--- src/rtl/itoa_pkg.sv ---
`default_nettype none

package itoa_pkg;

  localparam int VALUE_BITS = 32;
  localparam int IN_W       = 32;

  // Bits that can actually carry information (the value field is IN_W wide).
  localparam int VB_EFF     = (VALUE_BITS < IN_W) ? VALUE_BITS : IN_W;
  localparam bit SIGN_LIVE  = (VALUE_BITS <= IN_W);

  // ceil(VB_EFF * log10(2)) decimal digits, 1233/4096 ~ log10(2).
  localparam int DEC_DIGITS = ((VB_EFF * 1233) >> 12) + 1;
  localparam int HEX_DIGITS = (VB_EFF + 3) / 4;
  localparam int OCT_DIGITS = (VB_EFF + 2) / 3;
  localparam int BIN_DIGITS = VB_EFF;

  // Shift-add-3 work word: BCD digits on top, binary below.
  localparam int WORK_W     = 4 * DEC_DIGITS + VB_EFF;
  localparam int CNT_W      = $clog2(VB_EFF + 1);

  localparam int QDEPTH     = 2;
  localparam int QPTR_W     = $clog2(QDEPTH);
  localparam int QCNT_W     = $clog2(QDEPTH + 1);

  localparam logic [7:0] CH_ZERO  = 8'h30;
  localparam logic [7:0] CH_A     = 8'h41;
  localparam logic [7:0] CH_MINUS = 8'h2D;

  typedef enum logic [1:0] {
    KIND_HEX = 2'd0,
    KIND_DEC = 2'd1,
    KIND_OCT = 2'd2,
    KIND_BIN = 2'd3
  } kind_t;

  typedef struct packed {
    kind_t             kind;
    logic              neg;
    logic [VB_EFF-1:0] mag;
  } item_t;

endpackage

`default_nettype wire

--- src/rtl/itoa_front.sv ---
`default_nettype none

module itoa_front (
  input  wire logic [1:0]                       in_kind,
  input  wire logic [itoa_pkg::IN_W-1:0]        in_value,
  output itoa_pkg::item_t                       item
);

  logic [itoa_pkg::VB_EFF-1:0] v;
  logic                        neg;

  always_comb begin
    v   = in_value[itoa_pkg::VB_EFF-1:0];
    neg = itoa_pkg::SIGN_LIVE && (itoa_pkg::kind_t'(in_kind) == itoa_pkg::KIND_DEC) &&
          v[itoa_pkg::VB_EFF-1];
    item.kind = itoa_pkg::kind_t'(in_kind);
    item.neg  = neg;
    // two's complement of the most negative value is its own magnitude
    item.mag  = neg ? (~v + itoa_pkg::VB_EFF'(1)) : v;
  end

endmodule

`default_nettype wire

--- src/rtl/itoa_queue.sv ---
`default_nettype none

module itoa_queue (
  input  wire logic            clk,
  input  wire logic            rst_n,
  input  wire logic            push,
  input  wire itoa_pkg::item_t push_item,
  output logic                 full,
  input  wire logic            pop,
  output logic                 empty,
  output itoa_pkg::item_t      head
);

  itoa_pkg::item_t                 entries_r [itoa_pkg::QDEPTH];
  logic [itoa_pkg::QPTR_W-1:0]     wr_ptr_r, wr_ptr_nxt;
  logic [itoa_pkg::QPTR_W-1:0]     rd_ptr_r, rd_ptr_nxt;
  logic [itoa_pkg::QCNT_W-1:0]     count_r, count_nxt;
  logic                            do_push, do_pop;

  assign full    = (count_r == itoa_pkg::QCNT_W'(itoa_pkg::QDEPTH));
  assign empty   = (count_r == '0);
  assign head    = entries_r[rd_ptr_r];
  assign do_push = push && !full;
  assign do_pop  = pop && !empty;

  always_comb begin
    wr_ptr_nxt = wr_ptr_r;
    rd_ptr_nxt = rd_ptr_r;
    count_nxt  = count_r;
    if (do_push) begin
      wr_ptr_nxt = (wr_ptr_r == itoa_pkg::QPTR_W'(itoa_pkg::QDEPTH - 1)) ? '0
                   : wr_ptr_r + itoa_pkg::QPTR_W'(1);
    end
    if (do_pop) begin
      rd_ptr_nxt = (rd_ptr_r == itoa_pkg::QPTR_W'(itoa_pkg::QDEPTH - 1)) ? '0
                   : rd_ptr_r + itoa_pkg::QPTR_W'(1);
    end
    if (do_push && !do_pop) begin
      count_nxt = count_r + itoa_pkg::QCNT_W'(1);
    end else if (do_pop && !do_push) begin
      count_nxt = count_r - itoa_pkg::QCNT_W'(1);
    end
  end

  always_ff @(posedge clk) begin
    if (!rst_n) begin
      wr_ptr_r <= '0;
      rd_ptr_r <= '0;
      count_r  <= '0;
    end else begin
      wr_ptr_r <= wr_ptr_nxt;
      rd_ptr_r <= rd_ptr_nxt;
      count_r  <= count_nxt;
    end
  end

  always_ff @(posedge clk) begin
    if (do_push) begin
      entries_r[wr_ptr_r] <= push_item;
    end
  end

endmodule

`default_nettype wire

--- src/rtl/itoa_back.sv ---
`default_nettype none

module itoa_back (
  input  wire logic            clk,
  input  wire logic            rst_n,
  input  wire logic            q_empty,
  input  wire itoa_pkg::item_t q_item,
  output logic                 q_pop,
  output logic                 out_empty,
  input  wire logic            out_pop,
  output logic [7:0]           out_char_out,
  output logic                 out_last
);

  localparam int W = itoa_pkg::WORK_W;

  typedef enum logic [4:0] {
    ST_IDLE = 5'b00001,
    ST_CONV = 5'b00010,
    ST_SIGN = 5'b00100,
    ST_SKIP = 5'b01000,
    ST_EMIT = 5'b10000
  } state_t;

  state_t                       state_r, state_nxt;
  logic [W-1:0]                 work_r, work_nxt;
  itoa_pkg::kind_t              kind_r, kind_nxt;
  logic                         neg_r, neg_nxt;
  logic [itoa_pkg::CNT_W-1:0]   cnt_r, cnt_nxt;
  logic [itoa_pkg::CNT_W-1:0]   iter_r, iter_nxt;
  logic                         ov_r, ov_nxt;
  logic [7:0]                   ch_r, ch_nxt;
  logic                         last_r, last_nxt;

  logic                         slot_free;
  logic [3:0]                   dig;
  logic [7:0]                   dig_char;
  logic [W-1:0]                 work_shift;
  logic [W-1:0]                 adj;
  logic [W-1:0]                 load_work;
  logic [itoa_pkg::CNT_W-1:0]   load_cnt;

  assign slot_free    = !ov_r || out_pop;
  assign out_empty    = !ov_r;
  assign out_char_out = ch_r;
  assign out_last     = last_r;

  always_comb begin
    case (kind_r)
      itoa_pkg::KIND_OCT: begin
        dig        = {1'b0, work_r[W-1 -: 3]};
        work_shift = work_r << 3;
      end
      itoa_pkg::KIND_BIN: begin
        dig        = {3'b000, work_r[W-1]};
        work_shift = work_r << 1;
      end
      default: begin
        dig        = work_r[W-1 -: 4];
        work_shift = work_r << 4;
      end
    endcase
    dig_char = (dig < 4'd10) ? (itoa_pkg::CH_ZERO + {4'b0000, dig})
                             : (itoa_pkg::CH_A + {4'b0000, dig} - 8'd10);
  end

  // shift-add-3: correct every BCD digit of five or more
  always_comb begin
    adj = work_r;
    for (int i = 0; i < itoa_pkg::DEC_DIGITS; i++) begin
      if (work_r[itoa_pkg::VB_EFF + 4*i +: 4] >= 4'd5) begin
        adj[itoa_pkg::VB_EFF + 4*i +: 4] = work_r[itoa_pkg::VB_EFF + 4*i +: 4] + 4'd3;
      end
    end
  end

  always_comb begin
    case (q_item.kind)
      itoa_pkg::KIND_HEX: begin
        load_work = W'(q_item.mag) << (W - 4 * itoa_pkg::HEX_DIGITS);
        load_cnt  = itoa_pkg::CNT_W'(itoa_pkg::HEX_DIGITS);
      end
      itoa_pkg::KIND_OCT: begin
        load_work = W'(q_item.mag) << (W - 3 * itoa_pkg::OCT_DIGITS);
        load_cnt  = itoa_pkg::CNT_W'(itoa_pkg::OCT_DIGITS);
      end
      itoa_pkg::KIND_BIN: begin
        load_work = W'(q_item.mag) << (W - itoa_pkg::BIN_DIGITS);
        load_cnt  = itoa_pkg::CNT_W'(itoa_pkg::BIN_DIGITS);
      end
      default: begin
        load_work = W'(q_item.mag);
        load_cnt  = itoa_pkg::CNT_W'(itoa_pkg::DEC_DIGITS);
      end
    endcase
  end

  always_comb begin
    state_nxt = state_r;
    work_nxt  = work_r;
    kind_nxt  = kind_r;
    neg_nxt   = neg_r;
    cnt_nxt   = cnt_r;
    iter_nxt  = iter_r;
    ov_nxt    = ov_r && !out_pop;
    ch_nxt    = ch_r;
    last_nxt  = last_r;
    q_pop     = 1'b0;
    case (state_r)
      ST_IDLE: begin
        if (!q_empty) begin
          q_pop    = 1'b1;
          work_nxt = load_work;
          kind_nxt = q_item.kind;
          neg_nxt  = q_item.neg;
          cnt_nxt  = load_cnt;
          iter_nxt = itoa_pkg::CNT_W'(itoa_pkg::VB_EFF);
          if (q_item.kind == itoa_pkg::KIND_DEC) begin
            state_nxt = ST_CONV;
          end else begin
            state_nxt = ST_SKIP;
          end
        end
      end
      ST_CONV: begin
        work_nxt = adj << 1;
        iter_nxt = iter_r - itoa_pkg::CNT_W'(1);
        if (iter_r == itoa_pkg::CNT_W'(1)) begin
          state_nxt = neg_r ? ST_SIGN : ST_SKIP;
        end
      end
      ST_SIGN: begin
        if (slot_free) begin
          ov_nxt    = 1'b1;
          ch_nxt    = itoa_pkg::CH_MINUS;
          last_nxt  = 1'b0;
          state_nxt = ST_SKIP;
        end
      end
      ST_SKIP: begin
        if (dig == 4'd0 && cnt_r > itoa_pkg::CNT_W'(1)) begin
          work_nxt = work_shift;
          cnt_nxt  = cnt_r - itoa_pkg::CNT_W'(1);
        end else begin
          state_nxt = ST_EMIT;
        end
      end
      ST_EMIT: begin
        if (slot_free) begin
          ov_nxt   = 1'b1;
          ch_nxt   = dig_char;
          last_nxt = (cnt_r == itoa_pkg::CNT_W'(1));
          work_nxt = work_shift;
          cnt_nxt  = cnt_r - itoa_pkg::CNT_W'(1);
          if (cnt_r == itoa_pkg::CNT_W'(1)) begin
            state_nxt = ST_IDLE;
          end
        end
      end
      default: begin
        state_nxt = ST_IDLE;
      end
    endcase
  end

  always_ff @(posedge clk) begin
    if (!rst_n) begin
      state_r <= ST_IDLE;
      ov_r    <= 1'b0;
    end else begin
      state_r <= state_nxt;
      ov_r    <= ov_nxt;
    end
  end

  always_ff @(posedge clk) begin
    work_r <= work_nxt;
    kind_r <= kind_nxt;
    neg_r  <= neg_nxt;
    cnt_r  <= cnt_nxt;
    iter_r <= iter_nxt;
    ch_r   <= ch_nxt;
    last_r <= last_nxt;
  end

  a_conv_dec: assert property (@(posedge clk) disable iff (!rst_n)
    (state_r == ST_CONV) |-> (kind_r == itoa_pkg::KIND_DEC &&
                              cnt_r == itoa_pkg::CNT_W'(itoa_pkg::DEC_DIGITS)))
    else $error("conversion running on non-decimal item");

  a_sign_dec: assert property (@(posedge clk) disable iff (!rst_n)
    (state_r == ST_SIGN) |-> (kind_r == itoa_pkg::KIND_DEC && neg_r))
    else $error("minus sign on non-negative item");

  a_cnt_live: assert property (@(posedge clk) disable iff (!rst_n)
    (state_r == ST_SKIP || state_r == ST_EMIT) |-> (cnt_r != '0))
    else $error("digit count ran out");

  a_last_idle: assert property (@(posedge clk) disable iff (!rst_n)
    (state_r == ST_EMIT && slot_free && cnt_r == itoa_pkg::CNT_W'(1))
      |=> (state_r == ST_IDLE && ov_r && last_r))
    else $error("final character not flagged");

endmodule

`default_nettype wire

--- src/rtl/integer_to_ascii_radix_top.sv ---
// Hex, octal and binary items skip leading zero digits before the first character;
//   decimal items first run VB_EFF (32) steps of shift-add-3.
// The single digit sequencer converts one item at a time over D digit slots (D = 8, 11, 32
//   in hex/octal/binary, 10 in decimal), plus a '-' for negative decimals.
// A two-entry queue decouples input from conversion; one char per cycle out while popped.
// Reset: synchronous, active low; clears control state only, no clearing pass.
`default_nettype none

module integer_to_ascii_radix_top (
  input  wire logic                         clk,
  input  wire logic                         rst_n,
  input  wire logic                         in_push,
  output logic                              in_full,
  input  wire logic [1:0]                   in_kind,
  input  wire logic [itoa_pkg::IN_W-1:0]    in_value,
  output logic                              out_empty,
  input  wire logic                         out_pop,
  output logic [7:0]                        out_char_out,
  output logic                              out_last
);

  itoa_pkg::item_t front_item;
  itoa_pkg::item_t q_head;
  logic            q_empty;
  logic            q_pop;

  itoa_front u_front (
    .in_kind  (in_kind),
    .in_value (in_value),
    .item     (front_item)
  );

  itoa_queue u_queue (
    .clk       (clk),
    .rst_n     (rst_n),
    .push      (in_push),
    .push_item (front_item),
    .full      (in_full),
    .pop       (q_pop),
    .empty     (q_empty),
    .head      (q_head)
  );

  itoa_back u_back (
    .clk          (clk),
    .rst_n        (rst_n),
    .q_empty      (q_empty),
    .q_item       (q_head),
    .q_pop        (q_pop),
    .out_empty    (out_empty),
    .out_pop      (out_pop),
    .out_char_out (out_char_out),
    .out_last     (out_last)
  );

endmodule

`default_nettype wire
--- config.mk ---
export PLATFORM = sky130hd
export DESIGN_NAME = integer_to_ascii_radix_top
export DESIGN_NICKNAME = d
export VERILOG_FILES = /design/src/rtl/itoa_pkg.sv /design/src/rtl/itoa_front.sv /design/src/rtl/itoa_queue.sv /design/src/rtl/itoa_back.sv /design/src/rtl/integer_to_ascii_radix_top.sv
export SDC_FILE = /design/constraint.sdc
export NUM_CORES = 1
export LEC_CHECK = 0
export BUFFER_PORTS_ARGS = -buffer_cell sky130_fd_sc_hd__buf_2
export CORE_MARGIN = 2
export CORE_UTILIZATION = 57
export CTS_CLUSTER_DIAMETER = 30
export DETAILED_ROUTE_END_ITERATION = 16
export PLACE_DENSITY = 0.78
export SETUP_SLACK_MARGIN = 0.15
export SYNTH_ARGS = -nofsm -noshare
export SYNTH_HDL_FRONTEND = slang
export SYNTH_HIERARCHICAL = 1
export SYNTH_SLANG_ARGS = --single-unit
--- constraint.sdc ---
create_clock -name clk -period 3.6 [get_ports clk]
set_clock_uncertainty 0.05 [all_clocks]
set_input_delay 0.54 -clock clk [delete_from_list [all_inputs] [get_ports clk]]
set_output_delay 0.54 -clock clk [all_outputs]
set_load 0.01 [all_outputs]
==> flow_metrics.py, run 1 <==
metrics = {
    "grt": {
        "antenna_found_initial": 0,
        "grt_usage_pct": 24.5,
        "gr-total-overflow": 0,
        "grt_max_degree": 73,
        "grt_pass1_vias": 7502,
        "grt_pass1_wl_microns": 39400,
    },
    "worst_hold_path": {
        "min_to": "u_queue/entries_r[1][33]",
        "hold_depth": 1,
        "hold_class": "in2reg",
        "min_from": "in_kind[0]",
    },
    "logic_synthesis": {
        "synth_ff_type": "edfxtp_1",
        "synth_seq_cells": 176,
        "synth.yosys.warnings": 6,
        "syn_nets": 1099,
        "syn_area_sq_um": 11000,
        "avgSynthCellArea_sq_um": 10.7,
        "async_flop_share_pct": 0,
        "ys_types": 68,
        "synth_edf_count": 165,
        "synthCells": 1029,
        "ys_seq_area_share_pct": 47.0,
    },
    "timing": {
        "rsz0062_at_grt": "no",
        "worstMarginPinSlew_ps": 1240,
        "slew_headroom_pct": 17.2,
        "setup_ws_ps": 520,
        "hold_ws_ps": 283,
        "slew_viol_final": 0,
        "min_period_ps": 3080,
        "setup_tns_ps": 0,
        "hold_viol": 0,
        "period_share_pct": 85.6,
        "finalSetupViolCount": 0,
        "fmax_mhz": 325,
    },
    "routing": {
        "via_per_inst": 6.35,
        "topRoutingLayerUsed": "met4",
        "vias": 8270,
        "drc": 0,
        "route.detailed.wl_per_inst_microns": 18.7,
        "drt-total-wl_microns": 24400,
        "drt_iter0_drc": 940,
        "wl_met2_microns": 11100,
        "firstDrtPassIters": 5,
        "wirelength_met1_microns": 11300,
        "routed-wl-met3_microns": 1620,
        "antenna_left": 0,
    },
    "final_layout": {
        "final_util_pct": 63.6,
        "antenna_cells": 0,
        "fin_cells": 1303,
        "drive_gt1_share_pct": 14.2,
        "mostFrequentLayoutCell": "edfxtp_1",
        "syn2layout_area_growth_pct": 8.63,
        "layout_common_cells": "165 x edfxtp_1, 75 x nand2_1, 71 x nor2_1",
        "fin_nets": 1100,
        "final_area_sq_um": 12000,
    },
    "clocking": {
        "cts_resized": 0,
        "hold_buffers": 0,
        "clk-insertion-delay-late_ps": 430,
        "clock_sinks": 176,
        "h-tree-depth": 4,
        "cts-root-buf": "clkbuf_16",
        "cts_buffers": 17,
        "clkTransAtPathRegs_ps": 70,
        "clk_path_buf_depth": 2,
        "post-cts-setup-buffers": 0,
        "cts_tree": "built",
    },
    "critical_path": {
        "path_delay_family": "simple AND/OR/NAND/NOR gates",
        "r2r_setup_slack_ps": 520,
        "reg2reg_to": "u_back/work_r[37]",
        "critPathLaunchType": "register",
        "cp_cell_sequence": "nor2b_1, a2bb2oi_1, ha_1, inv_1, o31ai_1, and4_1, or2_2, buf_12",
        "r2r-start": "u_back/kind_r[1]",
        "max_stage_delay_ps": 460,
        "path_class": "reg2reg",
        "r2r_cells": 8,
        "critical-path-slowest-cell": "edfxtp_1",
        "critPathBufInv": 2,
        "worst-path-max-fanout": 72,
        "cp.required_ps": 3630,
        "worstPathArrival_ps": 3110,
        "endpoint_kind": "register",
    },
    "power": {
        "ir_drop_mv": 0.728,
        "power-per-cell-area_nw_per_um2": 890,
        "power_mw": 10.6,
        "leakage_nw": 4.25,
    },
    "floorplan": {
        "row_count": 50,
        "initial_core_util_pct": 58.5,
        "core-area_sq_um": 18800,
        "dieHeight_microns": 143,
        "die-area_sq_um": 20500,
        "io_pins": 49,
        "die_w_microns": 143,
    },
    "placed_design": {
        "port_buffers": 47,
        "dp_slack_ps": 567,
        "dp.cells": 1271,
        "place_congestion": 0.863,
        "placed_area_sq_um": 11300,
        "hpwl_microns": 16200,
    },
    "outcome": {
        "status": "complete, no violations",
    },
    "flow_run": {
        "timing.max_cap.violations": 0,
    },
}
[Yosys cell counts, types with 3 or more instances]
library cell | n | share of area (%)
a211oi_1 | 28 | 1.9
a21boi_0 | 4 | 0.27
a21oi_1 | 52 | 2.4
a221o_1 | 28 | 2.5
a22o_1 | 17 | 1.4
a22oi_1 | 20 | 1.4
and2_1 | 6 | 0.34
and3_1 | 3 | 0.17
buf_1 | 9 | 0.31
buf_2 | 10 | 0.45
buf_4 | 9 | 0.61
buf_6 | 6 | 0.61
clkbuf_1 | 45 | 1.5
dfxtp_1 | 11 | 2.0
edfxtp_1 | 165 | 45
ha_1 | 32 | 3.6
inv_1 | 36 | 1.2
mux2_2 | 35 | 3.6
mux2i_1 | 52 | 4.7
nand2_1 | 75 | 2.6
nand2b_1 | 15 | 0.85
nand3_1 | 9 | 0.41
nand4_1 | 4 | 0.23
nor2_1 | 71 | 2.4
nor2b_1 | 9 | 0.51
nor3_1 | 10 | 0.45
nor3b_1 | 20 | 1.4
nor4_1 | 8 | 0.45
o211ai_1 | 41 | 2.8
o21a_1 | 3 | 0.20
o21ai_0 | 52 | 2.4
o221ai_1 | 25 | 2.0
o22ai_1 | 6 | 0.34
o31ai_1 | 8 | 0.55
o41ai_2 | 4 | 0.59
or2_2 | 4 | 0.23
or3_1 | 7 | 0.40
xnor2_1 | 39 | 3.1
xor2_1 | 16 | 1.3
[sequential cells by signal (all words and copies together) (netlist names), named ones only]
register,cells
u_back/cnt_r,6
u_back/iter_r,6
u_back/kind_r,2
u_back/neg_r,1
u_back/out_char_out,7
u_back/out_last,1
u_back/ov_r,1
u_back/state_r,5
u_back/work_r,72
u_queue/count_r,2
u_queue/entries_r,70
u_queue/rd_ptr_r,1
u_queue/wr_ptr_r,1
[worst max-delay path by stage]
stage / from / end / slack [ps] / cells past startpoint
3_5_place_dp: u_back/kind_r[1] / u_back/work_r[47] / 570 / 8
4_1_cts: u_back/kind_r[1] / u_back/work_r[41] / 550 / 8
6_report: u_back/kind_r[1] / u_back/work_r[37] / 520 / 8
2_1_floorplan: u_back/kind_r[1] / u_back/work_r[0] / 230 / 8
5_1_grt: u_back/kind_r[1] / u_back/work_r[5] / 350 / 8
3_3_place_gp: u_back/state_r[4] / u_back/work_r[3] / 660 / 5
[cell type report]
class	count	area, sq um
Timing Repair Buffer	61	353
Clock buffer	19	443
Sequential cell	176	5170
Clock inverter	13	199
Fill cell	1442	6860
Tap cell	260	325
Multi-Input combinational cell	737	5340
Inverter	37	139
[routing by layer]
metal  GRT usage, %  vias to the layer above
met5              0                        -
met2           37.4                      334
met4           7.76                        0
met1           36.2                     3963
li1               -                     3945
met3           3.39                       28
[worst reg2reg max path, delay by kind of cell, from the launching register on]
kind	cells	cell delay, ps
AOI/OAI and AO/OA	2	710
and+or+nand+nor	3	860
DFF	1	460
buffers and inverters	2	390
adders and majority gates	1	220
[power breakdown]
group,switching [mW],internal (mW),leakage [nW]
registers,0.779,3.33,1.66
logic,2.74,1.77,2.28
clock network,0.822,1.20,0.313
[logic make-up (layout without fill, tap and decap cells)]
family	Yosys count	after routing	share of synthesized area (%)
XOR/XNOR	55	55	4.37
adder cells (fa/ha/maj)	32	32	3.63
AND/OR/NAND/NOR	254	254	11.7
flip-flops	176	176	47.0
buffers and inverters	116	130	4.78
AO/OA/AOI/OAI	308	308	20.2
multiplexers	87	87	8.30
other	1	1	0.0340
Note: power is estimated with default switching activity, not from simulation.
==> run 2, diff against run 1 <==
--- a/config.mk
+++ b/config.mk
@@ -6,11 +6,14 @@
 export NUM_CORES = 1
 export LEC_CHECK = 0
 export BUFFER_PORTS_ARGS = -buffer_cell sky130_fd_sc_hd__buf_2
+export CAP_MARGIN = 20
+export CELL_PAD_IN_SITES_DETAIL_PLACEMENT = 1
+export CELL_PAD_IN_SITES_GLOBAL_PLACEMENT = 1
 export CORE_MARGIN = 2
-export CORE_UTILIZATION = 57
+export CORE_UTILIZATION = 45
 export CTS_CLUSTER_DIAMETER = 30
 export DETAILED_ROUTE_END_ITERATION = 16
-export PLACE_DENSITY = 0.78
+export PLACE_DENSITY_LB_ADDON = 0.1
 export SETUP_SLACK_MARGIN = 0.15
 export SYNTH_ARGS = -nofsm -noshare
 export SYNTH_HDL_FRONTEND = slang
==> flow_metrics.py, run 2 (synthesis gave the netlist of run 1 again) <==
metrics = {
    "worst_hold_path": {
        "hold_class": "in2reg",
        "hold_depth": 1,
    },
    "floorplan": {
        "die_w_microns": 160,
        "die-area_sq_um": 25800,
        "initial_core_util_pct": 45.6,
        "dieHeight_microns": 160,
        "row_count": 57,
        "io_pins": 49,
        "core-area_sq_um": 24200,
    },
    "clocking": {
        "cts_buffers": 17,
        "cts-root-buf": "clkbuf_16",
        "cts_resized": 0,
        "clock_sinks": 176,
        "cts_tree": "built",
        "clk_path_buf_depth": 2,
        "clk-insertion-delay-late_ps": 430,
        "hold_buffers": 0,
        "h-tree-depth": 4,
        "post-cts-setup-buffers": 0,
        "clkTransAtPathRegs_ps": 80,
    },
    "placed_design": {
        "dp_slack_ps": 553,
        "hpwl_microns": 19600,
        "port_buffers": 47,
        "place_congestion": 0.781,
    },
    "final_layout": {
        "largest-register": "u_back/work_r",
        "mostFrequentLayoutCell": "edfxtp_1",
        "drive_gt1_share_pct": 14.9,
        "antenna_cells": 0,
        "syn2layout_area_growth_pct": 9.37,
        "largest_reg_flops": 72,
        "layout_common_cells": "165 x edfxtp_1, 75 x nand2_1, 71 x nor2_1",
        "fin_nets": 1107,
    },
    "timing": {
        "setup_tns_ps": 0,
        "period_share_pct": 85.0,
        "hold_viol": 0,
        "worstMarginPinSlew_ps": 919,
        "slew_headroom_pct": 38.7,
        "min_period_ps": 3060,
        "fmax_mhz": 327,
        "rsz0062_at_grt": "no",
        "setup_ws_ps": 540,
        "slew_viol_final": 0,
        "finalSetupViolCount": 0,
    },
    "power": {
        "clockPowerShare_pct": 16.9,
        "leakage_nw": 4.26,
        "power-per-cell-area_nw_per_um2": 885,
        "switching_share_pct": 42.9,
        "p_seq_share_pct": 38.8,
        "p_comb_share_pct": 44.3,
        "internal_power_mw": 6.09,
        "ir_drop_mv": 0.602,
        "p_sw_mw": 4.57,
    },
    "routing": {
        "route.detailed.wl_per_inst_microns": 20.7,
        "firstDrtPassIters": 4,
        "drc": 0,
        "drt-total-wl_microns": 28500,
        "vias": 8353,
        "drt_iter0_drc": 448,
        "antenna_left": 0,
        "via_per_inst": 6.08,
    },
    "critical_path": {
        "worst-path-max-fanout": 72,
        "critPathLaunchType": "register",
        "path_class": "reg2reg",
        "endpoint_kind": "register",
        "worstPathArrival_ps": 3090,
        "cp.required_ps": 3630,
        "r2r_cells": 8,
    },
    "outcome": {
        "status": "complete, no violations",
    },
    "grt": {
        "grt_usage_pct": 22.5,
        "antenna_found_initial": 0,
        "grt_pass1_vias": 8380,
        "gr-total-overflow": 0,
        "grt_max_degree": 91,
        "grt_pass1_wl_microns": 46400,
    },
    "flow_run": {
        "timing.max_cap.violations": 0,
    },
}
## run 2: path summary, 6_finish.rpt
| path | startpoint | endpoint | slack (ps) |
|---|---|---|---|
| min | in_kind[1] | u_queue/entries_r[1][34] | 270 |
| max | u_back/kind_r[1] | u_back/work_r[4] | 540 |
| max reg2reg | u_back/kind_r[1] | u_back/work_r[4] | 540 |
| min reg2reg | u_back/ov_r | u_back/ov_r | 470 |
## run 2: worst max-delay path, cell delays in order (launching register included)
cell	delay, ps
edfxtp_1	460
nor2b_1	230
a2bb2oi_1	350
ha_1	210
inv_1	60
o31ai_1	310
and4_1	450
or2_4	200
buf_12	340
## run 2: cell type report
type | instances | area [sq um]
Sequential cell | 176 | 5170
Clock buffer | 18 | 429
Inverter | 37 | 139
Timing Repair Buffer | 68 | 425
Multi-Input combinational cell | 737 | 5340
Fill cell | 2609 | 12100
Clock inverter | 14 | 140
Tap cell | 324 | 405
## run 2: layer usage
layer	part of all wire (%)	vias up	GRT usage, %
li1	-	3962	-
met1	49	4186	33.5
met2	46	185	35.2
met3	3.6	20	2.09
met4	1.1	0	5.90
met5	0	-	0
## run 2: power by group through the flow
stage | clock network [mW] | logic, mW | registers (mW)
after floorplan | 0 | 3.60 | 3.83
after global placement | 0 | 4.54 | 4.16
after detailed placement | 0 | 4.68 | 4.17
after CTS | 1.86 | 4.72 | 4.13
after global routing | 1.92 | 5.24 | 4.26
final | 1.81 | 4.72 | 4.14
## run 2: metrics by stage
| step | cell area (sq um) | power, mW | util [%] | hold slack, ps | cells |
|---|---|---|---|---|---|
| CTS | 12000 | 10.7 | 49.8 | 254 | 1372 |
| global placement | 11400 | 8.69 | 47.3 | 434 | 1338 |
| floorplan | 11000 | 7.43 | - | 412 | 1029 |
| global route | 12100 | 11.4 | 49.8 | 264 | 1374 |
| finish | 12100 | 10.7 | 49.8 | 273 | 1374 |
| detailed placement | 11500 | 8.86 | 47.4 | 461 | 1340 |
